<file path="src/rtl/mandelbrot_escape_colorizer_unit_defines.svh">
// Assertion macros for the escape-time colouriser.
// Expect clk and rst_n in the scope that uses them; no other dependencies.
`ifndef MANDELBROT_ESCAPE_COLORIZER_UNIT_DEFINES_SVH
`define MANDELBROT_ESCAPE_COLORIZER_UNIT_DEFINES_SVH

// Same-cycle implication, quiet during reset.
`define MEC_ASSERT_IMPL(lbl, ante, cons, msg) \
  lbl: assert property (@(posedge clk) disable iff (!rst_n) (ante) |-> (cons)) else $error(msg);

// Next-cycle implication, quiet during reset.
`define MEC_ASSERT_NEXT(lbl, ante, cons, msg) \
  lbl: assert property (@(posedge clk) disable iff (!rst_n) (ante) |=> (cons)) else $error(msg);

`endif

</file>
<file path="src/rtl/mec_pkg.sv">
// Shared types, constants and the colour palette of the escape-time colouriser.
// No dependencies; every RTL module imports it.
`default_nettype none

package mec_pkg;

  localparam int ITER_W     = 13;
  localparam int COORD_W    = 32;
  localparam int Z_W        = 31;
  localparam int ZN_W       = 34;
  localparam int SQ_W       = 59;
  localparam int XP_W       = 60;
  localparam int DIV_W      = 20;
  localparam int DEN_W      = 13;
  localparam int DIV_STEPS  = 20;
  localparam int SQRT_STEPS = 13;
  localparam int RAD_W      = 26;
  localparam int SQREM_W    = 16;

  localparam logic [1:0] REG_MAX_ITER     = 2'd0;
  localparam logic [1:0] REG_COLOR_SCHEME = 2'd1;

  localparam logic [1:0] SCHEME_NONE   = 2'd0;
  localparam logic [1:0] SCHEME_GREY   = 2'd1;
  localparam logic [1:0] SCHEME_SQRT   = 2'd2;
  localparam logic [1:0] SCHEME_LINEAR = 2'd3;

  localparam logic [ITER_W-1:0] LIM_MIN   = 13'd2;
  localparam logic [ITER_W-1:0] LIM_MAX   = 13'd4096;
  localparam logic [ITER_W-1:0] LIM_RESET = 13'd256;

  localparam logic [DEN_W-1:0] PAL_STRIDE = 13'd14;
  localparam logic [3:0]       PAL_LAST   = 4'd14;

  // lim / 14 as (lim * ceil(2^16 / 14)) >> 16, exact for every limit up to 4096
  localparam logic [ITER_W-1:0] PAL_RECIP    = 13'd4682;
  localparam int                PAL_RECIP_SH = 16;

  // 2.0 in Q4.28, and 4.0 in the Q.56 squares
  localparam logic signed [COORD_W-1:0] C_BOUND   = 32'sd536870912;
  localparam logic signed [COORD_W-1:0] C_BOUND_N = -32'sd536870912;
  localparam logic signed [ZN_W-1:0]    Z_BOUND   = 34'sd536870912;
  localparam logic signed [ZN_W-1:0]    Z_BOUND_N = -34'sd536870912;
  localparam logic [XP_W-1:0]           NORM_FOUR = 60'h400000000000000;

  typedef struct packed {
    logic                       early;
    logic signed [COORD_W-1:0]  c_real;
    logic signed [COORD_W-1:0]  c_imag;
  } mec_item_t;

  typedef struct packed {
    logic              valid;
    logic [ITER_W-1:0] count;
  } mec_count_t;

  typedef struct packed {
    logic             start;
    logic [DIV_W-1:0] num;
    logic [DEN_W-1:0] den;
  } mec_div_req_t;

  typedef struct packed {
    logic             done;
    logic [DIV_W-1:0] quot;
  } mec_div_rsp_t;

  typedef struct packed {
    logic              valid;
    logic [7:0]        red;
    logic [7:0]        green;
    logic [7:0]        blue;
    logic [ITER_W-1:0] count;
  } mec_pixel_t;

  typedef enum logic [1:0] {
    IT_IDLE,
    IT_ADD,
    IT_MUL,
    IT_HOLD
  } iter_state_t;

  typedef enum logic [3:0] {
    SH_IDLE,
    SH_PROD,
    SH_SQRT,
    SH_PICK,
    SH_IDX_GO,
    SH_IDX_WAIT,
    SH_GREY_GO,
    SH_GREY_WAIT,
    SH_OUT
  } shade_state_t;

  // {red, green, blue}; the last entry is black
  function automatic logic [23:0] pal_rgb(input logic [3:0] idx);
    logic [23:0] rgb;
    case (idx)
      4'd0:    rgb = 24'hFFFFFF;
      4'd1:    rgb = 24'hFF0000;
      4'd2:    rgb = 24'hFF8000;
      4'd3:    rgb = 24'hFFFF00;
      4'd4:    rgb = 24'h80FF00;
      4'd5:    rgb = 24'h00FF00;
      4'd6:    rgb = 24'h00FF80;
      4'd7:    rgb = 24'h00FFFF;
      4'd8:    rgb = 24'h0080FF;
      4'd9:    rgb = 24'h0000FF;
      4'd10:   rgb = 24'h8000E1;
      4'd11:   rgb = 24'hFF00FF;
      4'd12:   rgb = 24'hFF0080;
      4'd13:   rgb = 24'h808080;
      default: rgb = 24'h000000;
    endcase
    return rgb;
  endfunction

endpackage

`default_nettype wire

</file>
<file path="src/rtl/mec_fifo.sv">
// Two-entry queue between the front end and the iteration engine.
// Depends on mec_pkg.
`default_nettype none

module mec_fifo import mec_pkg::*; (
  input  wire logic      clk,
  input  wire logic      rst_n,
  input  wire logic      push,
  input  wire mec_item_t push_item,
  input  wire logic      pop,
  output logic           full,
  output logic           head_valid,
  output mec_item_t      head_item
);

  mec_item_t  mem_r [2];
  logic       wr_ptr_r, wr_ptr_nxt;
  logic       rd_ptr_r, rd_ptr_nxt;
  logic [1:0] cnt_r, cnt_nxt;

  assign full       = (cnt_r == 2'd2);
  assign head_valid = (cnt_r != 2'd0);
  assign head_item  = mem_r[rd_ptr_r];

  always_comb begin
    wr_ptr_nxt = push ? !wr_ptr_r : wr_ptr_r;
    rd_ptr_nxt = pop ? !rd_ptr_r : rd_ptr_r;
    case ({push, pop})
      2'b10:   cnt_nxt = cnt_r + 2'd1;
      2'b01:   cnt_nxt = cnt_r - 2'd1;
      default: cnt_nxt = cnt_r;
    endcase
  end

  always_ff @(posedge clk) begin
    if (!rst_n) begin
      wr_ptr_r <= 1'b0;
      rd_ptr_r <= 1'b0;
      cnt_r    <= 2'd0;
    end else begin
      wr_ptr_r <= wr_ptr_nxt;
      rd_ptr_r <= rd_ptr_nxt;
      cnt_r    <= cnt_nxt;
    end
  end

  always_ff @(posedge clk) begin
    if (push) begin
      mem_r[wr_ptr_r] <= push_item;
    end
  end

endmodule

`default_nettype wire

</file>
<file path="config.mk">
export PLATFORM = sky130hd
export DESIGN_NAME = mec_fifo
export DESIGN_NICKNAME = d
export VERILOG_FILES = /design/src/rtl/mandelbrot_escape_colorizer_unit_defines.svh /design/src/rtl/mec_pkg.sv /design/src/rtl/mec_fifo.sv
export SDC_FILE = /design/constraint.sdc
export NUM_CORES = 1
export LEC_CHECK = 0
export BUFFER_PORTS_ARGS = -buffer_cell sky130_fd_sc_hd__buf_2
export CAP_MARGIN = 10
export CORE_UTILIZATION = 47
export CTS_CLUSTER_SIZE = 40
export DETAILED_ROUTE_END_ITERATION = 7
export GPL_ROUTABILITY_DRIVEN = 0
export PLACE_DENSITY = 0.73
export SYNTH_ARGS = -nofsm -noshare
export SYNTH_HDL_FRONTEND = slang
export SYNTH_SLANG_ARGS = --single-unit
</file>
<file path="constraint.sdc">
create_clock -name clk -period 11.68 [get_ports clk]
set_clock_uncertainty 0.2 [all_clocks]
set_input_delay 1.168 -clock clk [delete_from_list [all_inputs] [get_ports clk]]
set_output_delay 1.168 -clock clk [all_outputs]
set_load 0.005 [all_outputs]
</file>
==> results_dict.tcl, run 1 <==
set metrics [dict create \
    core-area_mm2 0.00995 \
    grt-busiest-layer "met2" \
    cts_buffers 17 \
    powerDensity_mw_per_mm2 188 \
    avgSynthCellArea_um2 21.9 \
    fp.dieArea_mm2 0.0108 \
    hp-class "reg -> reg" \
    synth-seq-cells 135 \
    vias 2515 \
    drive_gt1_frac 0.607 \
    report.power.total_mw 1.18 \
    hold_viol 0 \
    fp.dieW_um 104 \
    rows 36 \
    peakVddDrop_uv 103 \
    setup_viol 0 \
    vias_per_cell 4.86 \
    antenna_found_initial 0 \
    fp.dieH_um 104 \
    root_buffer "clkbuf_8" \
    finalCritPeriodShare 0.324 \
    grt_max_degree 66 \
    outcome "completed" \
    numClockSinks 135 \
    worst_pin_slew_ns 0.891 \
    use_met2 0.270 \
    yosysTopAreaCellShare 0.796 \
    ys.warnings.count 0 \
    nNetsFinal 443 \
    synth.area.top_cells "edfxtp_1 80%, mux2_2 15%, dfxtp_1 2.0%, buf_4 0.77%, and2_1 0.51%" \
    h-tree-depth 4 \
    drc_errors 0 \
    syn-cell-area_mm2 0.00490 \
    drt_iter0_drc 138 \
    grt_use_met3 0.0639 \
    clk_latency_ns 0.51 \
    grt_pass1_wl_um 12900 \
    arrival_ns 2.42 \
    clk_path_buf_depth 2 \
    drt_pass1_iterations 4 \
    final_common_cell "buf_2" \
    critPathMaxFanout 38 \
    ctsResizeCount 0 \
    grt_pass1_vias 2633 \
    synth_nets 294 \
    io_buffer_count 135 \
    track_usage 0.164 \
    rsz0062_at_grt "no" \
    cts_setup_buffers 0 \
    yosysUniqueCellTypes 18 \
    finalWirelength_um 8330 \
    path_class "reg -> out" \
    syn_inst 224 \
    power.leakage_nw 2.38 \
    io_pins 136 \
    areaGrowthSynthToFinish_pct 28.6 \
    ys_seq_area_frac 0.817 \
    cts_hold_buf 0 \
    wl_per_cell_um 16.1 \
    n_antenna_cell 0 \
    clk_pin_slew_worst_paths_ns 0.06 \
    fmax_ghz 0.264 \
    start_util 0.492 \
    gr-total-overflow 0 \
    tns_ns 0 \
    ant_nets 0 \
    fin_crit_ns 3.79 \
    maxSlewViolCount 0 \
    layout_common_cells "135 x buf_2, 130 x edfxtp_1, 65 x mux2_2" \
    synth_top_area_cell "edfxtp_1" \
    critPathLaunchType "flop" \
    grt_use_met1 0.193 \
    end_kind "primary output" \
    slew_headroom 0.406 \
    hpwl_um 5300 \
    cp.required_ns 10.31 \
    maxCapViolCount 0 \
    cts_tree "built" \
]
[report_power, final]
part	switching [mW]	total (mW)	internal (mW)
combinational	0.0427	0.0936	0.0509
clock	0.179	0.520	0.341
sequential	0.00955	0.569	0.560
total	0.231	1.18	0.952
[sequential cells by signal, summed over array words and instances (netlist names), named ones only]
| name | count |
|---|---|
| rd_ptr_r | 1 |
| mem_r | 130 |
| cnt_r | 2 |
| wr_ptr_r | 1 |
[worst max-delay path: stages (launching register included)]
cell and delay (ns):
dfxtp_2 0.77, buf_4 0.56, mux2_2 0.41, buf_2 0.13
[synthesized netlist by cell type, drive strengths merged]
master	count
inv	1
o21ai	1
nor2	1
or2	1
dfxtp	5
or3	1
and2	4
xnor2	2
xor2	1
mux2	65
edfxtp	130
a21boi	1
and2b	1
ha	1
o21a	1
buf	7
nor2b	1
[layout make-up]
| class | count | area [um2] |
|---|---|---|
| clock buffer | 19 | 422 |
| clock inverter | 11 | 158 |
| fill | 742 | 3650 |
| inverter | 1 | 3.75 |
| multi-input combinational | 81 | 857 |
| sequential | 135 | 4010 |
| tap | 133 | 166 |
| timing repair buffer | 137 | 691 |
[path summary, 6_finish.rpt]
path | from | end | slack (ns) | depth (start not counted)
setup / recovery | flop | head_item[1] | 7.89 | 3
hold / removal | cnt_r[1] | cnt_r[1] | 0.32 | 2
setup reg to reg | wr_ptr_r | mem_r[0][18] | 9.48 | 2
hold reg to reg | cnt_r[1] | cnt_r[1] | 0.32 | 2
[logic make-up after synthesis]
| group | Yosys count | synth area share |
|---|---|---|
| compound gates | 3 | 0.00408 |
| simple gates | 9 | 0.0115 |
| fa+ha+maj | 1 | 0.00255 |
| xor+xnor | 3 | 0.00536 |
| buf+inv | 8 | 0.0105 |
| mux | 65 | 0.149 |
| flops | 135 | 0.817 |
[per-layer routing]
| layer | up-vias | wire length (um) |
|---|---|---|
| met5 | - | 0 |
| met4 | 0 | 88 |
| met3 | 11 | 508 |
| met2 | 89 | 4230 |
| met1 | 1229 | 3500 |
| li1 | 1186 | - |
[per-stage QoR]
| stage | instances | util | setup slack, ns | hold WS, ns | instance area [um2] |
|---|---|---|---|---|---|
| floorplan | 224 | - | 7.01 | 0.261 | 4900 |
| global placement | 487 | 0.575 | 8.41 | 0.271 | 5720 |
| detailed placement | 487 | 0.575 | 8.39 | 0.313 | 5720 |
| CTS | 517 | 0.633 | 7.82 | 0.325 | 6300 |
| global route | 517 | 0.633 | 7.73 | 0.347 | 6300 |
| finish | 517 | 0.633 | 7.89 | 0.316 | 6300 |
Note: power is estimated with default switching activity, not from simulation.
==> inputs of run 2 (changes only) <==
clock period = 3.8 ns   (was 11.68 ns; I/O delays follow)
==> run 2 against run 1 <==
  * Cell area rose by 11%
  * Combinational power grew to 3.7 times the previous value
  * Sequential power grew to 3.1 times the previous value
  * Utilization rose by 6.8 points
  * Worst setup slack got worse by 7.0 ns
  * Sequential share of layout area fell by 6.2 points
  * Worst hold slack got worse by 0.29 ns
  * Die area unchanged
  * Power rose to 3.1 times the previous value
  * Critical path type unchanged
==> results_dict.tcl, run 2 (synthesis results as in run 1) <==
set metrics [dict create \
    maxCapViolCount 0 \
    drt_iter0_drc 92 \
    finalCritPeriodShare 0.759 \
    fp.dieH_um 104 \
    gr-total-overflow 0 \
    setup_viol 0 \
    drt_pass1_iterations 4 \
    clk_latency_ns 0.51 \
    fin_area_mm2 0.00698 \
    arrival_ns 2.30 \
    end_kind "primary output" \
    clk_path_buf_depth 2 \
    r2r_slack_ns 1.52 \
    grt_pass1_wl_um 14700 \
    n_antenna_cell 0 \
    grt_use_met1 0.204 \
    ant_nets 0 \
    drive_gt1_frac 0.526 \
    hpwl_um 5360 \
    path_class "reg -> out" \
    critPathLaunchType "flop" \
    fmax_ghz 0.347 \
    cts_buffers 17 \
    maxSlewViolCount 0 \
    layout_common_cells "135 x buf_2, 130 x edfxtp_1, 67 x dlygate4sd3_1" \
    io_pins 136 \
    slew_headroom 0.402 \
    worstHoldStart "pop" \
    outcome "completed" \
    finalWirelength_um 9360 \
    r2r_cells 4 \
    numClockSinks 135 \
    use_met2 0.321 \
    place_area_mm2 0.00574 \
    r2r_start "wr_ptr_r" \
    power.leakage_nw 2.66 \
    start_util 0.492 \
    top_register "mem_r" \
    tns_ns 0 \
    cts_tree "built" \
    powerDensity_mw_per_mm2 522 \
    grt-busiest-layer "met2" \
    rows 36 \
    whs_path_depth 3 \
    clk_pin_slew_worst_paths_ns 0.06 \
    fin_crit_ns 2.88 \
    antenna_found_initial 0 \
    areaGrowthSynthToFinish_pct 42.4 \
    top_regs "mem_r: 130 flops, cnt_r: 2 flops" \
    vias_per_cell 4.71 \
    drc_errors 0 \
    rsz0062_at_grt "no" \
    fp.dieW_um 104 \
    grt_max_degree 66 \
    cts_setup_buffers 0 \
    grt_pass1_vias 2970 \
    peakVddDrop_uv 318 \
    grt_use_met3 0.0564 \
    track_usage 0.185 \
    largest_reg_flops 130 \
    io_buffer_count 135 \
    core-area_mm2 0.00995 \
    hold_viol 0 \
    vias 2764 \
    root_buffer "clkbuf_8" \
    critPathMaxFanout 36 \
    cp.required_ns 3.22 \
    h-tree-depth 4 \
    ctsResizeCount 0 \
    crit_path_end "head_item[56]" \
    hp-class "in -> reg" \
    worst_pin_slew_ns 0.898 \
    r2r_end "wr_ptr_r" \
    wl_per_cell_um 15.9 \
    fp.dieArea_mm2 0.0108 \
    final_common_cell "buf_2" \
    nNetsFinal 511 \
]
==> run 2: how the worst min path moves through the flow <==
stage,to,slack (ns)
after floorplan,cnt_r[1],0.26
after global placement,cnt_r[1],0.27
after detailed placement,cnt_r[1],0.31
after CTS,rd_ptr_r,0.007
after global routing,rd_ptr_r,0.01
final,rd_ptr_r,0.03
==> run 2: per-layer routing <==
metal	part of all wire	wire, um
met2	0.53	4990
met1	0.40	3760
met4	0.021	201
met5	0	0
met3	0.043	398
==> run 2: where the power goes <==
| part | internal, mW | total [mW] | leakage (nW) | switching (mW) |
|---|---|---|---|---|
| registers | 1.72 | 1.76 | 1.26 | 0.0351 |
| logic | 0.205 | 0.345 | 1.13 | 0.140 |
| clock network | 0.936 | 1.55 | 0.264 | 0.611 |
| total | 2.86 | 3.65 | 2.66 | 0.785 |
==> run 2: what timing repair did <==
| item | in CTS | in global routing |
|---|---|---|
| setup endpoints to repair | 0 | 0 |
| hold endpoints to repair | 135 | 0 |
| hold buffers | 67 | 0 |
==> run 2: through the flow <==
stage               setup slack (ns)  hold slack (ns)   util  power [mW]  cells
CTS                            0.843          0.00742  0.701        3.67    587
global placement                1.45            0.273  0.577        2.06    488
finish                         0.916           0.0271  0.701        3.65    587
detailed placement              1.40            0.306  0.577        2.08    488
floorplan                       1.05            0.261      -        1.93    224
global route                   0.758           0.0103  0.701        3.77    587
==> run 2: worst max-delay path, cell delays in order, from the launching register on <==
cell     delay (ns)
dfxtp_2        0.88
buf_4          0.38
mux2_2         0.37
buf_2          0.14
==> run 2: cell type report <==
| class | count | area [um2] |
|---|---|---|
| inverters | 1 | 3.75 |
| clock buffers | 18 | 418 |
| multi-input cells | 81 | 857 |
| fillers | 639 | 2970 |
| clock inverters | 14 | 151 |
| flip-flops and latches | 135 | 4010 |
| repair buffers | 205 | 1380 |
| well taps | 133 | 166 |
