## config.mk

```make
export PLATFORM = sky130hd
export DESIGN_NAME = mec_front
export DESIGN_NICKNAME = d
export VERILOG_FILES = /design/src/rtl/mandelbrot_escape_colorizer_unit_defines.svh /design/src/rtl/mec_pkg.sv /design/src/rtl/mec_front.sv
export SDC_FILE = /design/constraint.sdc
export NUM_CORES = 1
export LEC_CHECK = 0
export ABC_AREA = 1
export BUFFER_PORTS_ARGS = -buffer_cell sky130_fd_sc_hd__clkbuf_2
export CORE_MARGIN = 2
export CORE_UTILIZATION = 34
export DETAILED_ROUTE_END_ITERATION = 10
export PLACE_DENSITY = 0.95
export SYNTH_ARGS = -nofsm -noshare
export SYNTH_HDL_FRONTEND = slang
export SYNTH_SLANG_ARGS = --single-unit
```

## constraint.sdc

```tcl
create_clock -name vclk -period 1.35
set_input_delay 0.3375 -clock vclk [all_inputs]
set_output_delay 0.3375 -clock vclk [all_outputs]
set_load 0.05 [all_outputs]
```

## src/rtl/mandelbrot_escape_colorizer_unit_defines.svh

```systemverilog
// Assertion macros for the escape-time colouriser.
// Expect clk and rst_n in the scope that uses them; no other dependencies.
`ifndef MANDELBROT_ESCAPE_COLORIZER_UNIT_DEFINES_SVH
`define MANDELBROT_ESCAPE_COLORIZER_UNIT_DEFINES_SVH

// Same-cycle implication, quiet during reset.
`define MEC_ASSERT_IMPL(lbl, ante, cons, msg) \
  lbl: assert property (@(posedge clk) disable iff (!rst_n) (ante) |-> (cons)) else $error(msg);

// Next-cycle implication, quiet during reset.
`define MEC_ASSERT_NEXT(lbl, ante, cons, msg) \
  lbl: assert property (@(posedge clk) disable iff (!rst_n) (ante) |=> (cons)) else $error(msg);

`endif

```

## src/rtl/mec_pkg.sv

```systemverilog
// Shared types, constants and the colour palette of the escape-time colouriser.
// No dependencies; every RTL module imports it.
`default_nettype none

package mec_pkg;

  localparam int ITER_W     = 13;
  localparam int COORD_W    = 32;
  localparam int Z_W        = 31;
  localparam int ZN_W       = 34;
  localparam int SQ_W       = 59;
  localparam int XP_W       = 60;
  localparam int DIV_W      = 20;
  localparam int DEN_W      = 13;
  localparam int DIV_STEPS  = 20;
  localparam int SQRT_STEPS = 13;
  localparam int RAD_W      = 26;
  localparam int SQREM_W    = 16;

  localparam logic [1:0] REG_MAX_ITER     = 2'd0;
  localparam logic [1:0] REG_COLOR_SCHEME = 2'd1;

  localparam logic [1:0] SCHEME_NONE   = 2'd0;
  localparam logic [1:0] SCHEME_GREY   = 2'd1;
  localparam logic [1:0] SCHEME_SQRT   = 2'd2;
  localparam logic [1:0] SCHEME_LINEAR = 2'd3;

  localparam logic [ITER_W-1:0] LIM_MIN   = 13'd2;
  localparam logic [ITER_W-1:0] LIM_MAX   = 13'd4096;
  localparam logic [ITER_W-1:0] LIM_RESET = 13'd256;

  localparam logic [DEN_W-1:0] PAL_STRIDE = 13'd14;
  localparam logic [3:0]       PAL_LAST   = 4'd14;

  // lim / 14 as (lim * ceil(2^16 / 14)) >> 16, exact for every limit up to 4096
  localparam logic [ITER_W-1:0] PAL_RECIP    = 13'd4682;
  localparam int                PAL_RECIP_SH = 16;

  // 2.0 in Q4.28, and 4.0 in the Q.56 squares
  localparam logic signed [COORD_W-1:0] C_BOUND   = 32'sd536870912;
  localparam logic signed [COORD_W-1:0] C_BOUND_N = -32'sd536870912;
  localparam logic signed [ZN_W-1:0]    Z_BOUND   = 34'sd536870912;
  localparam logic signed [ZN_W-1:0]    Z_BOUND_N = -34'sd536870912;
  localparam logic [XP_W-1:0]           NORM_FOUR = 60'h400000000000000;

  typedef struct packed {
    logic                       early;
    logic signed [COORD_W-1:0]  c_real;
    logic signed [COORD_W-1:0]  c_imag;
  } mec_item_t;

  typedef struct packed {
    logic              valid;
    logic [ITER_W-1:0] count;
  } mec_count_t;

  typedef struct packed {
    logic             start;
    logic [DIV_W-1:0] num;
    logic [DEN_W-1:0] den;
  } mec_div_req_t;

  typedef struct packed {
    logic             done;
    logic [DIV_W-1:0] quot;
  } mec_div_rsp_t;

  typedef struct packed {
    logic              valid;
    logic [7:0]        red;
    logic [7:0]        green;
    logic [7:0]        blue;
    logic [ITER_W-1:0] count;
  } mec_pixel_t;

  typedef enum logic [1:0] {
    IT_IDLE,
    IT_ADD,
    IT_MUL,
    IT_HOLD
  } iter_state_t;

  typedef enum logic [3:0] {
    SH_IDLE,
    SH_PROD,
    SH_SQRT,
    SH_PICK,
    SH_IDX_GO,
    SH_IDX_WAIT,
    SH_GREY_GO,
    SH_GREY_WAIT,
    SH_OUT
  } shade_state_t;

  // {red, green, blue}; the last entry is black
  function automatic logic [23:0] pal_rgb(input logic [3:0] idx);
    logic [23:0] rgb;
    case (idx)
      4'd0:    rgb = 24'hFFFFFF;
      4'd1:    rgb = 24'hFF0000;
      4'd2:    rgb = 24'hFF8000;
      4'd3:    rgb = 24'hFFFF00;
      4'd4:    rgb = 24'h80FF00;
      4'd5:    rgb = 24'h00FF00;
      4'd6:    rgb = 24'h00FF80;
      4'd7:    rgb = 24'h00FFFF;
      4'd8:    rgb = 24'h0080FF;
      4'd9:    rgb = 24'h0000FF;
      4'd10:   rgb = 24'h8000E1;
      4'd11:   rgb = 24'hFF00FF;
      4'd12:   rgb = 24'hFF0080;
      4'd13:   rgb = 24'h808080;
      default: rgb = 24'h000000;
    endcase
    return rgb;
  endfunction

endpackage

`default_nettype wire

```

## src/rtl/mec_front.sv

```systemverilog
// Front end: takes a point on the command port, flags points that escape at once.
// Depends on mec_pkg.
`default_nettype none

module mec_front import mec_pkg::*; (
  input  wire logic                      start,
  input  wire logic signed [COORD_W-1:0] in_c_real,
  input  wire logic signed [COORD_W-1:0] in_c_imag,
  input  wire logic                      queue_full,
  output logic                           busy,
  output logic                           push,
  output mec_item_t                      push_item
);

  logic far_real;
  logic far_imag;

  // a component beyond +/-2 escapes on the first step
  assign far_real = (in_c_real > C_BOUND) || (in_c_real < C_BOUND_N);
  assign far_imag = (in_c_imag > C_BOUND) || (in_c_imag < C_BOUND_N);

  assign busy             = queue_full;
  assign push             = start && !queue_full;
  assign push_item.early  = far_real || far_imag;
  assign push_item.c_real = in_c_real;
  assign push_item.c_imag = in_c_imag;

endmodule

`default_nettype wire

```

==> results of run 1 <==
==> cell type report <==
type	instances	area, sq um
Inverter	35	131
Timing Repair Buffer	151	877
Tap cell	30	37.5
Multi-Input combinational cell	67	348
Fill cell	251	1080
==> power breakdown <==
part	leakage, nW	switching (mW)	internal (mW)
sequential	0	0	0
combinational	0.955	0.521	0.224
clock	0	0	0
total	0.955	0.521	0.224
==> worst paths after layout <==
path	start	endpoint	cells after the start
min	in_c_imag[8]	push_item[8]	2
max	in_c_imag[15]	push_item[64]	9
==> per-stage QoR <==
stage	cells	setup slack (ns)
final	283	-0.146
after global routing	283	-0.231
after CTS	282	-0.150
after detailed placement	282	-0.216
after global placement	282	-0.224
after floorplan	167	0.00872
==> cell usage after synthesis, drive strengths merged <==
| library cell | instances | area [sq um] |
|---|---|---|
| a21oi | 2 | 10.0 |
| and2 | 4 | 25.0 |
| buf | 65 | 488 |
| inv | 35 | 131 |
| nand2 | 27 | 101 |
| nand3 | 1 | 5.00 |
| nand4 | 2 | 12.5 |
| nor2 | 29 | 109 |
| o21ai | 2 | 10.0 |
==> what timing repair did <==
action	4_1_cts	5_1_grt
gates resized for setup	3	52
setup buffers	0	1
pin swaps	1	29
endpoints found under the setup margin	1	1
==> placed cells by master, fill, tap and decap left out, drive strengths merged <==
| cell | count |
|---|---|
| and2 | 4 |
| nor2 | 29 |
| nand4 | 2 |
| nand3 | 1 |
| inv | 35 |
| buf | 29 |
| clkbuf | 122 |
| nand2 | 27 |
| o21ai | 2 |
| a21oi | 2 |
==> per-layer routing <==
layer	GRT usage [%]	vias up
met5	0	-
met4	0	0
met3	1.41	0
met2	33.5	78
met1	13.3	475
li1	-	589
==> cell families (layout without fill, tap and decap cells) <==
logic type / after synthesis / in the layout / share of synthesized area [%]
AOI/OAI and AO/OA: 4 / 4 / 2.24
buffers and inverters: 100 / 186 / 69.4
and+or+nand+nor: 63 / 63 / 28.3
==> run_results.csv, run 1 <==
group,metric,value,unit
detailed_routing,via_per_inst,4.04,
finish,finalInstanceArea,0.00139,sq mm
critical_path,cp_common_cell,"nand2_1",
floorplan,die_h,55.2,um
finish,clkbuf_count,0,
sta,rsz0062_at_grt,"yes",
floorplan,ios,133,
detailed_routing,ant_nets,0,
placed_design,io_buffers,133,
flow_run,cap_viol_max_count,0,
placed_design,gp_congestion,0.711,
power_and_ir_drop,p_total,746,uW
placed_design,postPlaceCellArea,0.00124,sq mm
grt,grt_usage,14.4,%
finish,final_core_util,56.3,%
synth,yosys_warnings,0,
sta,setup_ws,-0.146,ns
grt,antenna_found_initial,0,
placed_design,dpl.hpwl,2250,um
critical_path,worstSetupPathType,"input pin to primary output",
detailed_routing,drc_errors,0,
detailed_routing,wl_met2,1400,um
power_and_ir_drop,leakagePower,0.955,nW
critical_path,start_kind,"input pin",
critical_path,cp_top_family,"simple AND/OR/NAND/NOR gates",
critical_path,cp.required,1.01,ns
grt,grt_max_degree,4,
synth,synth_cell_type_count,10,
sta,min_period_over_period,111,%
finish,antenna_cells,0,
synth,synth_area_per_cell,5.34,sq um
power_and_ir_drop,power_density,535,mW/mm^2
worst_hold_path,hold_class,"input pin to primary output",
critical_path,critPathMaxStageDelay,0.15,ns
detailed_routing,wl_per_cell,8.54,um
sta,setup_viol,1,
detailed_routing,routed_wl,2420,um
synth,syn_nets,233,
sta,finalSetupTns,-0.146,ns
floorplan,coreArea,0.00248,sq mm
critical_path,cpMaxStageDelayCell,"buf_8",
detailed_routing,drtIter0Drc,19,
detailed_routing,wl_met3,270,um
synth,syn_inst,167,
floorplan,num_rows,18,
sta,worst_pin_slew,0.289,ns
sta,finalWorstPathRequiredPeriod,1.50,ns
sta,fmax,669,MHz
status,violations,"setup timing",
status,outcome,"finished with violations",
finish,area_delta_synth_final,56.2,%
finish,regArea,0,sq um
critical_path,cp.arrival,1.16,ns
clocking,ctsHoldBuffers,0,
critical_path,crit_fanout,2,
synth,yosysSeqAreaShare,0,%
power_and_ir_drop,vdd_drop_max,417,uV
detailed_routing,met1_length,747,um
finish,nets,321,
detailed_routing,first_pass_iters,4,
grt,grt.overflow.total,0,
grt,grt_pass1_wl,3880,um
critical_path,worst-path-buf-inv,2,
finish,drive_gt1_share,73.1,%
critical_path,path_cells,"buf_6, nor2_4, and2_4, nand2_2, nor2_2, nand2_1, nand2_1, nand3_2, buf_8",
sta,hold_viol,0,
floorplan,dieArea,0.00305,sq mm
detailed_routing,top_layer_used,"met3",
detailed_routing,vias,1142,
grt,grt_pass1_vias,1017,
floorplan,initial_core_util,36.0,%
sta,slew_headroom,80.8,%
critical_path,endpoint_kind,"primary output",
finish,seq_cells,0,
sta,maxSlewViolCount,0,
floorplan,dieWidth,55.2,um
sta,whs,0.987,ns
synth,netlist_area,892,sq um
No activity file was read; power rests on OpenSTA's default activity.
==> inputs of run 2 (changes only) <==
--- a/config.mk
+++ b/config.mk
@@ -7,10 +7,10 @@
 export LEC_CHECK = 0
 export ABC_AREA = 1
 export BUFFER_PORTS_ARGS = -buffer_cell sky130_fd_sc_hd__clkbuf_2
-export CORE_MARGIN = 2
 export CORE_UTILIZATION = 34
 export DETAILED_ROUTE_END_ITERATION = 10
 export PLACE_DENSITY = 0.95
+export SETUP_SLACK_MARGIN = 0.1
 export SYNTH_ARGS = -nofsm -noshare
 export SYNTH_HDL_FRONTEND = slang
 export SYNTH_SLANG_ARGS = --single-unit
==> run 2 against run 1 <==
Core utilization down 5.1 points. Via count decreased by 4.0%. Largest cell class unchanged. Non-clock buffer count decreased by 1. Combinational power decreased by 6.3%. Global-route usage decreased by 1.9 points. Die area fell by 7.1%. The run still ends with setup timing left. Maximum frequency is 1.5% higher.
==> run_results.csv, run 2 (synthesis results as in run 1) <==
group,metric,value,unit
detailed_routing,first_pass_iters,2,
sta,min_period_over_period,109,%
detailed_routing,drc_errors,0,
placed_design,postPlaceCellArea,0.00124,sq mm
critical_path,cp.required,1.01,ns
grt,grt_pass1_vias,810,
finish,area_delta_synth_final,42.1,%
sta,setup_ws,-0.123,ns
placed_design,dpl.hpwl,1970,um
critical_path,crit_fanout,2,
critical_path,start_kind,"input pin",
finish,antenna_cells,0,
detailed_routing,vias,1096,
grt,antenna_found_initial,0,
worst_hold_path,hold_class,"input pin to primary output",
finish,drive_gt1_share,61.5,%
sta,finalSetupTns,-0.123,ns
placed_design,preCtsSetupSlack,-0.225,ns
placed_design,gp_congestion,0.728,
finish,seq_cells,0,
power_and_ir_drop,p_total,699,uW
finish,layout_commonest_cell,"clkbuf_2",
finish,final_cells,282,
sta,slew_headroom,81.0,%
power_and_ir_drop,power_density,552,mW/mm^2
critical_path,endpoint_kind,"primary output",
power_and_ir_drop,vdd_drop_max,388,uV
floorplan,initial_core_util,36.0,%
grt,grt_usage,12.5,%
floorplan,ios,133,
floorplan,dieWidth,53.2,um
critical_path,worstSetupPathType,"input pin to primary output",
finish,regArea,0,sq um
finish,nFillCells,269,
status,outcome,"finished with violations",
detailed_routing,ant_nets,0,
detailed_routing,drtIter0Drc,2,
sta,hold_viol,0,
finish,clkbuf_count,0,
grt,grt_max_degree,4,
sta,worst_pin_slew,0.286,ns
floorplan,dieArea,0.00283,sq mm
detailed_routing,routed_wl,2020,um
power_and_ir_drop,leakagePower,0.937,nW
sta,finalWorstPathRequiredPeriod,1.47,ns
grt,grt_pass1_wl,2810,um
status,violations,"setup timing",
flow_run,cap_viol_max_count,0,
placed_design,io_buffers,133,
sta,fmax,679,MHz
detailed_routing,via_per_inst,3.89,
floorplan,die_h,53.2,um
grt,grt.overflow.total,0,
sta,setup_viol,1,
critical_path,cp.arrival,1.14,ns
detailed_routing,wl_per_cell,7.15,um
floorplan,num_rows,18,
finish,finalInstanceArea,0.00127,sq mm
placed_design,dpl.cell_count,282,
sta,maxSlewViolCount,0,
finish,nets,320,
sta,rsz0062_at_grt,"yes",
finish,final_cell_mix,"129 x clkbuf_2, 33 x inv_1, 27 x nor2_1, 27 x nand2_1, 17 x buf_4",
floorplan,coreArea,0.00248,sq mm
clocking,cts_setup_buffers,0,
[run 2: worst paths after layout]
| path | from | endpoint | slack (ns) | cells after the start |
|---|---|---|---|---|
| max | in_c_imag[5] | push_item[64] | -0.12 | 9 |
| min | in_c_real[17] | push_item[49] | 0.99 | 2 |
[run 2: worst max-delay path, stage by stage]
cell	delay, ns
clkbuf_2	0.09
nor2_1	0.09
and2_1	0.12
nand2_1	0.05
nor2_2	0.08
nand2_1	0.06
nand2_1	0.07
nand3_2	0.09
buf_8	0.16
[run 2: stage by stage]
stage          hold slack [ns]  utilization, %
6_report                 0.986            51.2
3_5_place_dp             0.986            50.2
5_1_grt                  0.993            51.2
3_3_place_gp             0.986            50.2
4_1_cts                  0.987            50.5
2_1_floorplan            0.771               -
[run 2: timing repair]
action | CTS | global route
pin swaps | 3 | 6
resized for setup | 2 | 6
hold buffers | 0 | 0
setup endpoints to repair | 1 | 1
[run 2: routing by layer]
metal,vias up,part of all wire (%),track usage (%)
met3,0,11,0
met2,72,55,27.9
met4,0,0,1.32
met5,-,0,0
li1,588,-,-
met1,436,34,12.6
[run 2: layout make-up]
cell class / instances / area (sq um) / area share (%)
well taps: 30 / 37.5 / 2.96
repair buffers: 150 / 816 / 64.4
multi-input cells: 67 / 283 / 22.3
inverters: 35 / 131 / 10.4
[run 2: power by group]
part	internal (mW)	switching, mW	leakage, nW
combinational	0.198	0.501	0.937
sequential	0	0	0
clock	0	0	0
total	0.198	0.501	0.937
==> inputs of run 3 (changes only) <==
--- a/config.mk
+++ b/config.mk
@@ -7,9 +7,10 @@
 export LEC_CHECK = 0
 export ABC_AREA = 1
 export BUFFER_PORTS_ARGS = -buffer_cell sky130_fd_sc_hd__clkbuf_2
-export CORE_UTILIZATION = 34
+export CORE_UTILIZATION = 28
 export DETAILED_ROUTE_END_ITERATION = 10
-export PLACE_DENSITY = 0.95
+export PLACE_DENSITY = 0.84
+export REMOVE_ABC_BUFFERS = 1
 export SETUP_SLACK_MARGIN = 0.1
 export SYNTH_ARGS = -nofsm -noshare
 export SYNTH_HDL_FRONTEND = slang
==> constraint.sdc (replaced) <==
create_clock -name vclk -period 1.3
set_input_delay 0.325 -clock vclk [all_inputs]
set_output_delay 0.325 -clock vclk [all_outputs]
set_load 0.05 [all_outputs]
==> run 3 against run 2 <==
Wire length is 10% higher. Flip-flop and latch count did not move. Via count shrank 1.0%. Setup slack lost 0.062 ns. Sequential share of layout area stayed put. Critical endpoint unchanged. Hold slack got worse by 0.025 ns. Largest cell class unchanged. Non-clock buffer count decreased by 1. Final area increased by 4.4%. Combinational power increased by 6.4%. Final cell count rose by 4.6%. The flow still finishes with violations (setup timing). Die area is 21% higher.
==> run_results.csv, run 3 (synthesis results as in run 1) <==
group,metric,value,unit
finish,finalInstanceArea,0.00132,sq mm
grt,grt.overflow.total,0,
grt,grt_max_degree,4,
sta,hold_viol,0,
sta,slew_headroom,80.9,%
floorplan,coreArea,0.00303,sq mm
power_and_ir_drop,vdd_drop_max,234,uV
worst_hold_path,holdPathStages,2,
grt,grt_pass1_vias,770,
critical_path,cp.required,0.98,ns
finish,final_core_util,43.7,%
placed_design,dpl.cell_count,295,
sta,min_period_over_period,114,%
finish,clkbuf_count,0,
status,violations,"setup timing",
placed_design,io_buffers,133,
critical_path,worstSetupPathType,"input pin to primary output",
finish,final_cell_mix,"125 x clkbuf_2, 29 x inv_1, 26 x nand2_1",
critical_path,endpoint_kind,"primary output",
grt,grt_usage,10.4,%
power_and_ir_drop,power_density,562,mW/mm^2
sta,rsz0062_at_grt,"yes",
sta,finalWorstPathRequiredPeriod,1.48,ns
finish,seq_cells,0,
finish,regArea,0,sq um
grt,grt_pass1_wl,2910,um
flow_run,cap_viol_max_count,0,
floorplan,dieArea,0.00342,sq mm
detailed_routing,drtIter0Drc,11,
critical_path,cp.arrival,1.16,ns
floorplan,die_h,58.4,um
sta,setup_viol,1,
power_and_ir_drop,p_total,744,uW
sta,maxSlewViolCount,0,
sta,fmax,673,MHz
worst_hold_path,hold_class,"input pin to primary output",
critical_path,start_kind,"input pin",
detailed_routing,vias,1085,
finish,final_cells,295,
sta,worst_pin_slew,0.288,ns
floorplan,num_rows,20,
finish,nets,319,
detailed_routing,ant_nets,0,
finish,layout_commonest_cell,"clkbuf_2",
finish,drive_gt1_share,65.3,%
clocking,ctsHoldBuffers,0,
status,outcome,"finished with violations",
finish,nFillCells,345,
placed_design,postPlaceCellArea,0.00124,sq mm
detailed_routing,drc_errors,0,
detailed_routing,first_pass_iters,4,
floorplan,ios,133,
placed_design,dpl.hpwl,2030,um
power_and_ir_drop,leakagePower,0.940,nW
detailed_routing,via_per_inst,3.68,
sta,whs,0.961,ns
finish,area_delta_synth_final,48.4,%
clocking,cts_setup_buffers,0,
critical_path,crit_fanout,2,
grt,antenna_found_initial,0,
detailed_routing,routed_wl,2230,um
detailed_routing,wl_per_cell,7.55,um
placed_design,gp_congestion,0.686,
finish,antenna_cells,0,
floorplan,initial_core_util,29.5,%
floorplan,dieWidth,58.4,um
sta,setup_ws,-0.185,ns
[run 3: repair_timing]
item                                    in CTS  in global routing
pin swaps                                    1                 15
gates resized for setup                      2                 25
endpoints found under the setup margin       1                  1
[run 3: layer usage]
layer	track usage (%)	up-vias	part of all wire, %
li1	-	590	-
met2	20.7	60	52
met4	0	0	0
met5	0	-	0
met3	0	0	7.8
met1	13.4	435	40
[run 3: final cells by class]
type	count	area, sq um	share of cell area, %
repair buffers	149	840	63.4
inverters	35	131	9.92
multi-input cells	67	298	22.5
well taps	44	55.1	4.16
[run 3: worst max-delay path: stages]
cell	delay (ns)
buf_6	0.10
nor2_2	0.10
and2_4	0.15
nand2_2	0.05
nor2_2	0.07
nand2_1	0.06
nand2_1	0.07
nand3_2	0.09
buf_8	0.16
[run 3: path summary, 6_finish.rpt]
| kind | from | to | slack [ns] |
|---|---|---|---|
| min | in_c_real[10] | push_item[42] | 0.96 |
| max | in_c_imag[15] | push_item[64] | -0.18 |
[run 3: stage by stage]
step / setup WS (ns) / setup TNS [ns]
after floorplan: -0.138 / -0.155
after global placement: -0.287 / -0.287
after detailed placement: -0.286 / -0.286
after CTS: -0.241 / -0.241
after global routing: -0.256 / -0.256
final: -0.185 / -0.185
[run 3: power breakdown]
part           internal [mW]  leakage (nW)  switching [mW]
Combinational          0.216         0.940           0.528
Sequential                 0             0               0
Clock                      0             0               0
