File: src/rtl/mandelbrot_escape_colorizer_unit_defines.svh
// Assertion macros for the escape-time colouriser.
// Expect clk and rst_n in the scope that uses them; no other dependencies.
`ifndef MANDELBROT_ESCAPE_COLORIZER_UNIT_DEFINES_SVH
`define MANDELBROT_ESCAPE_COLORIZER_UNIT_DEFINES_SVH

// Same-cycle implication, quiet during reset.
`define MEC_ASSERT_IMPL(lbl, ante, cons, msg) \
  lbl: assert property (@(posedge clk) disable iff (!rst_n) (ante) |-> (cons)) else $error(msg);

// Next-cycle implication, quiet during reset.
`define MEC_ASSERT_NEXT(lbl, ante, cons, msg) \
  lbl: assert property (@(posedge clk) disable iff (!rst_n) (ante) |=> (cons)) else $error(msg);

`endif

File: src/rtl/mec_pkg.sv
// Shared types, constants and the colour palette of the escape-time colouriser.
// No dependencies; every RTL module imports it.
`default_nettype none

package mec_pkg;

  localparam int ITER_W     = 13;
  localparam int COORD_W    = 32;
  localparam int Z_W        = 31;
  localparam int ZN_W       = 34;
  localparam int SQ_W       = 59;
  localparam int XP_W       = 60;
  localparam int DIV_W      = 20;
  localparam int DEN_W      = 13;
  localparam int DIV_STEPS  = 20;
  localparam int SQRT_STEPS = 13;
  localparam int RAD_W      = 26;
  localparam int SQREM_W    = 16;

  localparam logic [1:0] REG_MAX_ITER     = 2'd0;
  localparam logic [1:0] REG_COLOR_SCHEME = 2'd1;

  localparam logic [1:0] SCHEME_NONE   = 2'd0;
  localparam logic [1:0] SCHEME_GREY   = 2'd1;
  localparam logic [1:0] SCHEME_SQRT   = 2'd2;
  localparam logic [1:0] SCHEME_LINEAR = 2'd3;

  localparam logic [ITER_W-1:0] LIM_MIN   = 13'd2;
  localparam logic [ITER_W-1:0] LIM_MAX   = 13'd4096;
  localparam logic [ITER_W-1:0] LIM_RESET = 13'd256;

  localparam logic [DEN_W-1:0] PAL_STRIDE = 13'd14;
  localparam logic [3:0]       PAL_LAST   = 4'd14;

  // lim / 14 as (lim * ceil(2^16 / 14)) >> 16, exact for every limit up to 4096
  localparam logic [ITER_W-1:0] PAL_RECIP    = 13'd4682;
  localparam int                PAL_RECIP_SH = 16;

  // 2.0 in Q4.28, and 4.0 in the Q.56 squares
  localparam logic signed [COORD_W-1:0] C_BOUND   = 32'sd536870912;
  localparam logic signed [COORD_W-1:0] C_BOUND_N = -32'sd536870912;
  localparam logic signed [ZN_W-1:0]    Z_BOUND   = 34'sd536870912;
  localparam logic signed [ZN_W-1:0]    Z_BOUND_N = -34'sd536870912;
  localparam logic [XP_W-1:0]           NORM_FOUR = 60'h400000000000000;

  typedef struct packed {
    logic                       early;
    logic signed [COORD_W-1:0]  c_real;
    logic signed [COORD_W-1:0]  c_imag;
  } mec_item_t;

  typedef struct packed {
    logic              valid;
    logic [ITER_W-1:0] count;
  } mec_count_t;

  typedef struct packed {
    logic             start;
    logic [DIV_W-1:0] num;
    logic [DEN_W-1:0] den;
  } mec_div_req_t;

  typedef struct packed {
    logic             done;
    logic [DIV_W-1:0] quot;
  } mec_div_rsp_t;

  typedef struct packed {
    logic              valid;
    logic [7:0]        red;
    logic [7:0]        green;
    logic [7:0]        blue;
    logic [ITER_W-1:0] count;
  } mec_pixel_t;

  typedef enum logic [1:0] {
    IT_IDLE,
    IT_ADD,
    IT_MUL,
    IT_HOLD
  } iter_state_t;

  typedef enum logic [3:0] {
    SH_IDLE,
    SH_PROD,
    SH_SQRT,
    SH_PICK,
    SH_IDX_GO,
    SH_IDX_WAIT,
    SH_GREY_GO,
    SH_GREY_WAIT,
    SH_OUT
  } shade_state_t;

  // {red, green, blue}; the last entry is black
  function automatic logic [23:0] pal_rgb(input logic [3:0] idx);
    logic [23:0] rgb;
    case (idx)
      4'd0:    rgb = 24'hFFFFFF;
      4'd1:    rgb = 24'hFF0000;
      4'd2:    rgb = 24'hFF8000;
      4'd3:    rgb = 24'hFFFF00;
      4'd4:    rgb = 24'h80FF00;
      4'd5:    rgb = 24'h00FF00;
      4'd6:    rgb = 24'h00FF80;
      4'd7:    rgb = 24'h00FFFF;
      4'd8:    rgb = 24'h0080FF;
      4'd9:    rgb = 24'h0000FF;
      4'd10:   rgb = 24'h8000E1;
      4'd11:   rgb = 24'hFF00FF;
      4'd12:   rgb = 24'hFF0080;
      4'd13:   rgb = 24'h808080;
      default: rgb = 24'h000000;
    endcase
    return rgb;
  endfunction

endpackage

`default_nettype wire

File: src/rtl/mec_div.sv
// Restoring divider, one quotient bit per cycle; shared by all colour divisions.
// Depends on mec_pkg.
`default_nettype none

module mec_div import mec_pkg::*; (
  input  wire logic         clk,
  input  wire logic         rst_n,
  input  wire mec_div_req_t req,
  output mec_div_rsp_t      rsp
);

  logic             busy_r, busy_nxt;
  logic             done_r, done_nxt;
  logic [4:0]       step_r, step_nxt;
  logic [DIV_W-1:0] num_r, num_nxt;
  logic [DIV_W-1:0] quot_r, quot_nxt;
  logic [DEN_W-1:0] den_r, den_nxt;
  logic [DEN_W-1:0] rem_r, rem_nxt;

  logic [DEN_W:0]   rem_sh;
  logic             fits;

  assign rem_sh = {rem_r, num_r[DIV_W-1]};
  assign fits   = (rem_sh >= {1'b0, den_r});

  always_comb begin
    busy_nxt = busy_r;
    done_nxt = 1'b0;
    step_nxt = step_r;
    num_nxt  = num_r;
    quot_nxt = quot_r;
    den_nxt  = den_r;
    rem_nxt  = rem_r;
    if (busy_r) begin
      num_nxt  = {num_r[DIV_W-2:0], 1'b0};
      quot_nxt = {quot_r[DIV_W-2:0], fits};
      rem_nxt  = fits ? DEN_W'(rem_sh - {1'b0, den_r}) : rem_sh[DEN_W-1:0];
      step_nxt = step_r + 5'd1;
      if (step_r == 5'(DIV_STEPS - 1)) begin
        busy_nxt = 1'b0;
        done_nxt = 1'b1;
      end
    end else if (req.start) begin
      busy_nxt = 1'b1;
      step_nxt = '0;
      num_nxt  = req.num;
      den_nxt  = req.den;
      rem_nxt  = '0;
      quot_nxt = '0;
    end
  end

  assign rsp.done = done_r;
  assign rsp.quot = quot_r;

  always_ff @(posedge clk) begin
    if (!rst_n) begin
      busy_r <= 1'b0;
      done_r <= 1'b0;
      step_r <= '0;
    end else begin
      busy_r <= busy_nxt;
      done_r <= done_nxt;
      step_r <= step_nxt;
    end
  end

  always_ff @(posedge clk) begin
    num_r  <= num_nxt;
    quot_r <= quot_nxt;
    den_r  <= den_nxt;
    rem_r  <= rem_nxt;
  end

endmodule

`default_nettype wire

File: src/rtl/mec_shade.sv
// Colour sequencer: grey level or palette entry from an escape count.
// Depends on mec_pkg and mec_div.
`default_nettype none

module mec_shade import mec_pkg::*; (
  input  wire logic              clk,
  input  wire logic              rst_n,
  input  wire mec_count_t        in_count,
  input  wire logic [ITER_W-1:0] lim,
  input  wire logic [1:0]        scheme,
  output logic                   ready,
  output mec_pixel_t             pixel
);

  shade_state_t         state_r, state_nxt;
  logic [ITER_W-1:0]    count_r, count_nxt;
  logic [ITER_W-1:0]    val_r, val_nxt;
  logic [ITER_W-1:0]    divv_r, divv_nxt;
  logic [RAD_W-1:0]     rad_r, rad_nxt;
  logic [ITER_W-1:0]    root_r, root_nxt;
  logic [SQREM_W-1:0]   rem_r, rem_nxt;
  logic [3:0]           step_r, step_nxt;
  logic [23:0]          rgb_r, rgb_nxt;

  logic [RAD_W-1:0]     rad_prod;
  logic [SQREM_W-1:0]   rem_sh;
  logic [SQREM_W-1:0]   trial;
  logic                 take;
  logic [ITER_W-1:0]    root_step;
  logic [DIV_W-1:0]     grey_num;
  logic [2*ITER_W-1:0]  stride_prod;
  logic [ITER_W-1:0]    stride;
  logic [3:0]           pal_idx;
  logic [7:0]           grey;
  mec_div_req_t         div_req;
  mec_div_rsp_t         div_rsp;

  mec_div u_div (
    .clk   (clk),
    .rst_n (rst_n),
    .req   (div_req),
    .rsp   (div_rsp)
  );

  assign rad_prod = count_r * lim;

  // one root bit per cycle, two radicand bits at a time
  assign rem_sh    = {rem_r[SQREM_W-3:0], rad_r[RAD_W-1:RAD_W-2]};
  assign trial     = {1'b0, root_r, 2'b01};
  assign take      = (rem_sh >= trial);
  assign root_step = {root_r[ITER_W-2:0], take};

  // palette stride lim / 14 by reciprocal multiplication
  assign stride_prod = lim * PAL_RECIP;
  assign stride      = ITER_W'(stride_prod >> PAL_RECIP_SH);

  // ceil(count*255/lim) as a floor division
  assign grey_num = ({7'd0, count_r} << 8) - {7'd0, count_r} + {7'd0, lim} - 20'd1;
  assign grey     = 8'd255 - div_rsp.quot[7:0];
  assign pal_idx  = (div_rsp.quot >= 20'(PAL_LAST)) ? PAL_LAST : div_rsp.quot[3:0];

  always_comb begin
    state_nxt = state_r;
    case (state_r)
      SH_IDLE: begin
        if (in_count.valid) begin
          state_nxt = (scheme == SCHEME_SQRT) ? SH_PROD : SH_PICK;
        end
      end
      SH_PROD: begin
        state_nxt = SH_SQRT;
      end
      SH_SQRT: begin
        if (step_r == 4'(SQRT_STEPS - 1)) begin
          state_nxt = SH_PICK;
        end
      end
      SH_PICK: begin
        if (scheme inside {SCHEME_SQRT, SCHEME_LINEAR}) begin
          state_nxt = (val_r == lim) ? SH_OUT : SH_IDX_GO;
        end else begin
          state_nxt = SH_GREY_GO;
        end
      end
      SH_IDX_GO: begin
        state_nxt = SH_IDX_WAIT;
      end
      SH_IDX_WAIT: begin
        if (div_rsp.done) begin
          state_nxt = SH_OUT;
        end
      end
      SH_GREY_GO: begin
        state_nxt = SH_GREY_WAIT;
      end
      SH_GREY_WAIT: begin
        if (div_rsp.done) begin
          state_nxt = SH_OUT;
        end
      end
      SH_OUT: begin
        state_nxt = SH_IDLE;
      end
      default: begin
        state_nxt = SH_IDLE;
      end
    endcase
  end

  always_comb begin
    ready         = (state_r == SH_IDLE);
    div_req.start = 1'b0;
    div_req.num   = grey_num;
    div_req.den   = lim;
    case (state_r)
      SH_IDX_GO: begin
        div_req.start = 1'b1;
        div_req.num   = {7'd0, val_r};
        div_req.den   = divv_r;
      end
      SH_GREY_GO: begin
        div_req.start = 1'b1;
      end
      default: begin
        div_req.start = 1'b0;
      end
    endcase
    pixel.valid = (state_r == SH_OUT);
    pixel.red   = rgb_r[23:16];
    pixel.green = rgb_r[15:8];
    pixel.blue  = rgb_r[7:0];
    pixel.count = count_r;
  end

  always_comb begin
    count_nxt = count_r;
    val_nxt   = val_r;
    divv_nxt  = divv_r;
    rad_nxt   = rad_r;
    root_nxt  = root_r;
    rem_nxt   = rem_r;
    step_nxt  = step_r;
    rgb_nxt   = rgb_r;
    case (state_r)
      SH_IDLE: begin
        if (in_count.valid) begin
          count_nxt = in_count.count;
          val_nxt   = in_count.count;
        end
      end
      SH_PROD: begin
        rad_nxt  = rad_prod;
        root_nxt = '0;
        rem_nxt  = '0;
        step_nxt = '0;
      end
      SH_SQRT: begin
        rad_nxt  = {rad_r[RAD_W-3:0], 2'b00};
        rem_nxt  = take ? (rem_sh - trial) : rem_sh;
        root_nxt = root_step;
        step_nxt = step_r + 4'd1;
        if (step_r == 4'(SQRT_STEPS - 1)) begin
          val_nxt = root_step;
        end
      end
      SH_PICK: begin
        if (scheme inside {SCHEME_SQRT, SCHEME_LINEAR}) begin
          // hold the stride at one for small limits
          divv_nxt = (stride == '0) ? 13'd1 : stride;
          if (val_r == lim) begin
            rgb_nxt = pal_rgb(PAL_LAST);
          end
        end
      end
      SH_IDX_WAIT: begin
        if (div_rsp.done) begin
          rgb_nxt = pal_rgb(pal_idx);
        end
      end
      SH_GREY_WAIT: begin
        if (div_rsp.done) begin
          rgb_nxt = {grey, grey, grey};
        end
      end
      default: begin
        rgb_nxt = rgb_r;
      end
    endcase
  end

  always_ff @(posedge clk) begin
    if (!rst_n) begin
      state_r <= SH_IDLE;
      step_r  <= '0;
    end else begin
      state_r <= state_nxt;
      step_r  <= step_nxt;
    end
  end

  always_ff @(posedge clk) begin
    count_r <= count_nxt;
    val_r   <= val_nxt;
    divv_r  <= divv_nxt;
    rad_r   <= rad_nxt;
    root_r  <= root_nxt;
    rem_r   <= rem_nxt;
    rgb_r   <= rgb_nxt;
  end

endmodule

`default_nettype wire

File: config.mk
export PLATFORM = sky130hd
export DESIGN_NAME = mec_shade
export DESIGN_NICKNAME = d
export VERILOG_FILES = /design/src/rtl/mandelbrot_escape_colorizer_unit_defines.svh /design/src/rtl/mec_pkg.sv /design/src/rtl/mec_div.sv /design/src/rtl/mec_shade.sv
export SDC_FILE = /design/constraint.sdc
export NUM_CORES = 1
export LEC_CHECK = 0
export CORE_ASPECT_RATIO = 2
export CORE_MARGIN = 3
export CORE_UTILIZATION = 37
export DETAILED_ROUTE_END_ITERATION = 10
export DONT_BUFFER_PORTS = 1
export PLACE_DENSITY_LB_ADDON = 0.15
export SLEW_MARGIN = 25
export SYNTH_ARGS = -nofsm -noshare
export SYNTH_HDL_FRONTEND = slang
export SYNTH_SLANG_ARGS = --single-unit
File: constraint.sdc
create_clock -name clk -period 7 [get_ports clk]
set_input_delay 0.7 -clock clk [delete_from_list [all_inputs] [get_ports clk]]
set_output_delay 0.7 -clock clk [all_outputs]
set_load 0.01 [all_outputs]
==> impl_metrics.toml, run 1 <==
[timing]
fin_hold_ws_ns = 0.3210
setup_tns_ns = 0
fmax_mhz = 158.6
fin_crit_sh_pct = 90.06
final_hold_viol_count = 0
finalCriticalPeriod_ns = 6.304
finalMaxSlewViolations = 0
skew_ns = 0.02327
worstMarginPinSlew_ns = 0.9936
setup_viol = 0
relSlewSlack_pct = 33.76
grt_setup_unrepaired = "no"
finalWorstSetupSlack_ns = 0.6961

[clocking]
clk_path_buf_depth = 2
clock-sinks = 194
cts_tree = "built"
ctsHoldBuffers = 0
path_clk_slew_ns = 0.08
clock_tree.root_cell = "clkbuf_16"
h-tree-depth = 4
post_cts.repair.setup_buffers = 0
cts_resized = 0
cts_made_buffers = 17
worstSkewPairLatency_ns = 0.48

[worst_setup_path]
cp-start-kind = "register"
crit_buf_inv = 6
r2r-end = "rad_r[25]$_DFFE_PP_"
cp_cell_sequence = "buf_4 -> inv_1 -> nor2_1 -> fa_1 -> inv_1 -> fa_1 -> fa_1 -> inv_1 -> fa_1 -> inv_1 -> fa_1 -> inv_1 -> ha_1 -> and3_1 -> nand3_1 -> nor3_1 -> o21ai_1 -> a31oi_1 -> o21ai_1 -> a21o_1 -> a31o_1"
worst_setup_path_end_kind = "register"
critPathMaxStageDelay_ns = 0.62
crit_fanout = 10
cp_num_cells = 21
critPathLaunch = "count_r[6]$_DFFE_PP_"
worstSetupPathType = "reg2reg"
cpMaxStageDelayCell = "edfxtp_1"
arrival_ns = 6.54
path_delay_family = "adder cells"
crit_end = "rad_r[25]$_DFFE_PP_"
required_ns = 7.23
reg2reg_from = "count_r[6]$_DFFE_PP_"
reg2regPathDepth = 21
r2r_setup_slack_ns = 0.70

[route]
dr_total_vias = 12700
drt_iter0_drc = 468
drcViolationCount = 0
dr.pass1.iters = 5
antenna_left = 0
wl_per_cell_um = 20.26
vias_per_cell = 5.151
wirelength_mm = 49.95

[run]
maxCapViolCount = 0

[finish]
nets = 2222
diodes = 0
post-route-util_pct = 40.57
layout-drive-gt1-share_pct = 5.074
fillers = 4860
area_growth_pct = 7.739

[die]
row_count = 113
die_h_um = 317.9
initial_core_util_pct = 37.66
die-area_um2 = 51480
pin_count = 70
core_um2 = 47790
die_width_um = 161.9

[synth]
synth-edff-count = 178
ys_async_sr_fraction_pct = 0
synth_cell_types = 70
yosys_warnings = 0
avgSynthCellArea_um2 = 9.817
synthTopCellsByArea = "edfxtp_1 (30%), fa_1 (17%), ha_1 (15%), inv_1 (6.7%), nand2_1 (3.5%)"
ys_ff_latch = 194
yosysMostFrequentCell = "inv_1"
ys_top_cells_by_count = "inv_1 (323), ha_1 (221), edfxtp_1 (178), nand2_1 (170), fa_1 (149)"
synthFlopType = "edfxtp_1"
syn_area_um2 = 17990
synth_fp_nets = 2234
yosysTopAreaCell = "edfxtp_1"
yosysSeqAreaShare_pct = 31.48
syn_inst = 1833
synth.top_cell.area_share_pct = 29.70

[global_route]
grt_pass1_vias = 13910
overflow = 0
grt_max_degree = 72
antenna_found_initial = 0
grt_usage_pct = 20.02
grt_pass1_wl_mm = 78.49

[placed_design]
hpwl_mm = 39.72
dpl_worst_slack_ns = 0.6446
port_buffers = 0
routabilityCongestion = 0.9118

[status]
status = "completed"

[hold_path]
hold_path.class = "in2reg"
whs_path_depth = 0
hp-start = "in_count[5]"
-- how the worst min path moves through the flow --
| stage | end | slack, ns |
|---|---|---|
| after floorplan | u_div.num_r[0]$_SDFFE_PP0N_ | 0.45 |
| after global placement | u_div.num_r[0]$_SDFFE_PP0N_ | 0.47 |
| after detailed placement | u_div.num_r[0]$_SDFFE_PP0N_ | 0.47 |
| after CTS | count_r[0]$_DFFE_PP_ | 0.30 |
| after global routing | count_r[8]$_DFFE_PP_ | 0.30 |
| final | count_r[5]$_DFFE_PP_ | 0.32 |
-- flip-flops by register name, summed over array words and instances (netlist names) --
signal        count
u_div.busy_r      1
step_r            4
rgb_r            24
u_div.rem_r      13
u_div.quot_r     20
u_div.den_r      13
rad_r            26
divv_r           10
rem_r            14
u_div.num_r      20
u_div.step_r      5
u_div.done_r      1
val_r            13
root_r           13
count_r          13
state_r           4
-- through the flow --
step,area [um^2],cells
final,19390,2465
after global routing,19390,2465
after CTS,19390,2465
after detailed placement,18810,2434
after global placement,18800,2434
after floorplan,17990,1833
-- metal layers --
| layer | vias to the layer above | global-route usage (%) | wire length, um |
|---|---|---|---|
| met2 | 227 | 39.90 | 28820 |
| met1 | 6342 | 19.72 | 17330 |
| met3 | 86 | 2.592 | 1379 |
| met4 | 0 | 9.696 | 2422 |
| met5 | - | 0 | 0 |
| li1 | 6042 | - | - |
-- layout by cell type, fill, tap and decap left out, drive strengths merged, types with 10 or more instances in the layout --
cell type	instances
inv	328
ha	221
edfxtp	178
nand2	170
fa	149
nor2	136
a21oi	82
o21ai	72
and2	71
xnor2	52
a21o	42
buf	28
xor2	27
nor2b	24
nor3	19
clkbuf	17
o21bai	16
dfxtp	16
nand3	15
mux2i	15
o221ai	12
nand4	10
-- area by class of cell --
type / count / area [um^2] / share of cell area [%]
tap: 632 / 790.8 / 4.079
multi-input combinational: 1255 / 10920 / 56.34
inverter: 325 / 1220 / 6.292
clock buffer: 17 / 425.4 / 2.194
clock inverter: 14 / 151.4 / 0.7809
timing repair buffer: 28 / 210.2 / 1.084
sequential: 194 / 5667 / 29.23
-- worst reg2reg max path, stage by stage (launching register included) --
cell      delay [ns]
edfxtp_1        0.62
buf_4           0.28
inv_1           0.22
nor2_1          0.10
fa_1            0.53
inv_1           0.06
fa_1            0.53
fa_1            0.56
inv_1           0.06
fa_1            0.54
inv_1           0.06
fa_1            0.54
inv_1           0.05
ha_1            0.36
and3_1          0.30
nand3_1         0.11
nor3_1          0.28
o21ai_1         0.16
a31oi_1         0.20
o21ai_1         0.13
a21o_1          0.21
a31o_1          0.19
-- kinds of logic after synthesis --
| family | count (synthesis) | synth area share, % |
|---|---|---|
| AOI/OAI and AO/OA | 297 | 10.82 |
| xor gates and xnor gates | 79 | 3.845 |
| adders and majority gates | 370 | 31.94 |
| buffers and inverters | 384 | 8.010 |
| DFF | 194 | 31.48 |
| muxes | 23 | 1.335 |
| and+or+nand+nor | 486 | 12.56 |
Power of run 1 is left out: the tool's default activity adds up to more than one toggle a clock period on the data nets, which glitch-free logic cannot reach.
==> run 2: changes to the inputs <==
CORE_UTILIZATION = 30   (was 37)
RECOVER_POWER = 50   (was not set)
==> impl_metrics.toml, run 2 (same netlist as run 1, synthesis figures left out) <==
[worst_setup_path]
path_delay_family = "adder cells"
r2r_setup_slack_ns = 0.41
cp_cell_sequence = "and2_1 -> fa_1 -> inv_1 -> fa_1 -> inv_1 -> fa_1 -> inv_1 -> fa_1 -> fa_1 -> inv_1 -> ha_1 -> inv_1 -> nor2_1 -> a2111oi_1 -> buf_4 -> nor2_1 -> a21bo_2 -> a21o_1 -> a21oi_1 -> xor2_1 -> o21ai_1"
r2r-end = "rad_r[17]$_DFFE_PP_"
crit_fanout = 14
reg2regPathDepth = 21
cp-start-kind = "register"
arrival_ns = 6.76
worst_setup_path_end_kind = "register"
reg2reg_from = "count_r[7]$_DFFE_PP_"
crit_buf_inv = 6
cpMaxStageDelayCell = "a2111oi_1"
worstSetupPathType = "reg2reg"
required_ns = 7.17
critPathMaxStageDelay_ns = 0.79

[die]
die-area_um2 = 63140
die_h_um = 352.4
core_um2 = 59280
pin_count = 70
die_width_um = 179.2
initial_core_util_pct = 30.36
row_count = 126

[timing]
finalMaxSlewViolations = 170
relSlewSlack_pct = -81.13
worstMarginPinSlew_ns = 2.717
skew_ns = 0.01620
fin_hold_ws_ns = 0.3235
fin_crit_sh_pct = 94.09
grt_setup_unrepaired = "no"
fmax_mhz = 151.8
finalCriticalPeriod_ns = 6.586
final_hold_viol_count = 0
setup_tns_ns = 0
setup_viol = 0

[finish]
nets = 2224
fillers = 6283
area_growth_pct = 8.316
layout-drive-gt1-share_pct = 3.813
post-route-util_pct = 32.88
final_cell_mix = "inv_1 (323), ha_1 (221), edfxtp_1 (178)"
largest_reg_flops = 26
top_register = "rad_r"
multi_input_area_um2 = 10920
layout_commonest_cell = "inv_1"
reg_top3 = "rad_r x26, rgb_r x24"
seqCellArea_um2 = 5665

[route]
antenna_left = 0
drcViolationCount = 0
dr.pass1.iters = 4
wirelength_mm = 54.00
vias_per_cell = 4.860
dr_total_vias = 12670
drt_iter0_drc = 482
wl_per_cell_um = 20.72

[clocking]
cts_tree = "built"
h-tree-depth = 4
clk_path_buf_depth = 2
ctsHoldBuffers = 0
cts_made_buffers = 17
cts_resized = 0
clock_tree.root_cell = "clkbuf_16"
worstSkewPairLatency_ns = 0.47
path_clk_slew_ns = 0.09
post_cts.repair.setup_buffers = 0
clock-sinks = 194

[global_route]
grt_pass1_vias = 14060
grt_pass1_wl_mm = 83.56
grt_usage_pct = 17.78
overflow = 0
antenna_found_initial = 1
grt_max_degree = 72

[hold_path]
whs_path_depth = 0
hold_end = "count_r[5]$_DFFE_PP_"
hold_path.class = "in2reg"
hp-start = "in_count[5]"

[status]
failed_checks = "max-capacitance violations, max-slew violations"
status = "finished with violations"

[run]
maxCapViolCount = 4

[placed_design]
port_buffers = 0
routabilityCongestion = 0.8917
hpwl_mm = 43.92
## run 2: how the worst max path moves through the flow
stage                                from                   to  slack (ns)  cells after the start
global placement     count_r[7]$_DFFE_PP_  rad_r[17]$_DFFE_PP_        0.06                     21
finish               count_r[7]$_DFFE_PP_  rad_r[17]$_DFFE_PP_        0.41                     21
CTS                  count_r[7]$_DFFE_PP_  rad_r[17]$_DFFE_PP_        0.32                     21
global route        count_r[11]$_DFFE_PP_  rad_r[25]$_DFFE_PP_        0.11                     20
floorplan                          lim[9]  rad_r[24]$_DFFE_PP_        0.90                     22
detailed placement   count_r[7]$_DFFE_PP_  rad_r[17]$_DFFE_PP_        0.36                     21
## run 2: per-layer routing
layer / global-route usage [%] / share of wire [%]
met2: 35.10 / 58
met5: 0 / 0
met3: 3.275 / 3.7
met1: 16.55 / 33
met4: 9.662 / 6.2
## run 2: per-stage QoR
stage | instance area (um^2) | setup WS, ns | cells
after floorplan | 17990 | 0.8975 | 1833
after global placement | 18990 | 0.05982 | 2572
after detailed placement | 19000 | 0.3641 | 2572
after CTS | 19550 | 0.3164 | 2604
after global routing | 19490 | 0.1148 | 2606
final | 19490 | 0.4138 | 2606
## run 2: area by class of cell
cell class,count,share of cell area [%]
well taps,768,4.930
flip-flops and latches,194,29.07
multi-input cells,1255,56.03
clock inverters,11,0.5456
clock buffers,21,2.260
diodes,2,0.02568
inverters,325,6.259
repair buffers,30,0.8859
Power of run 2 is left out for the same reason.
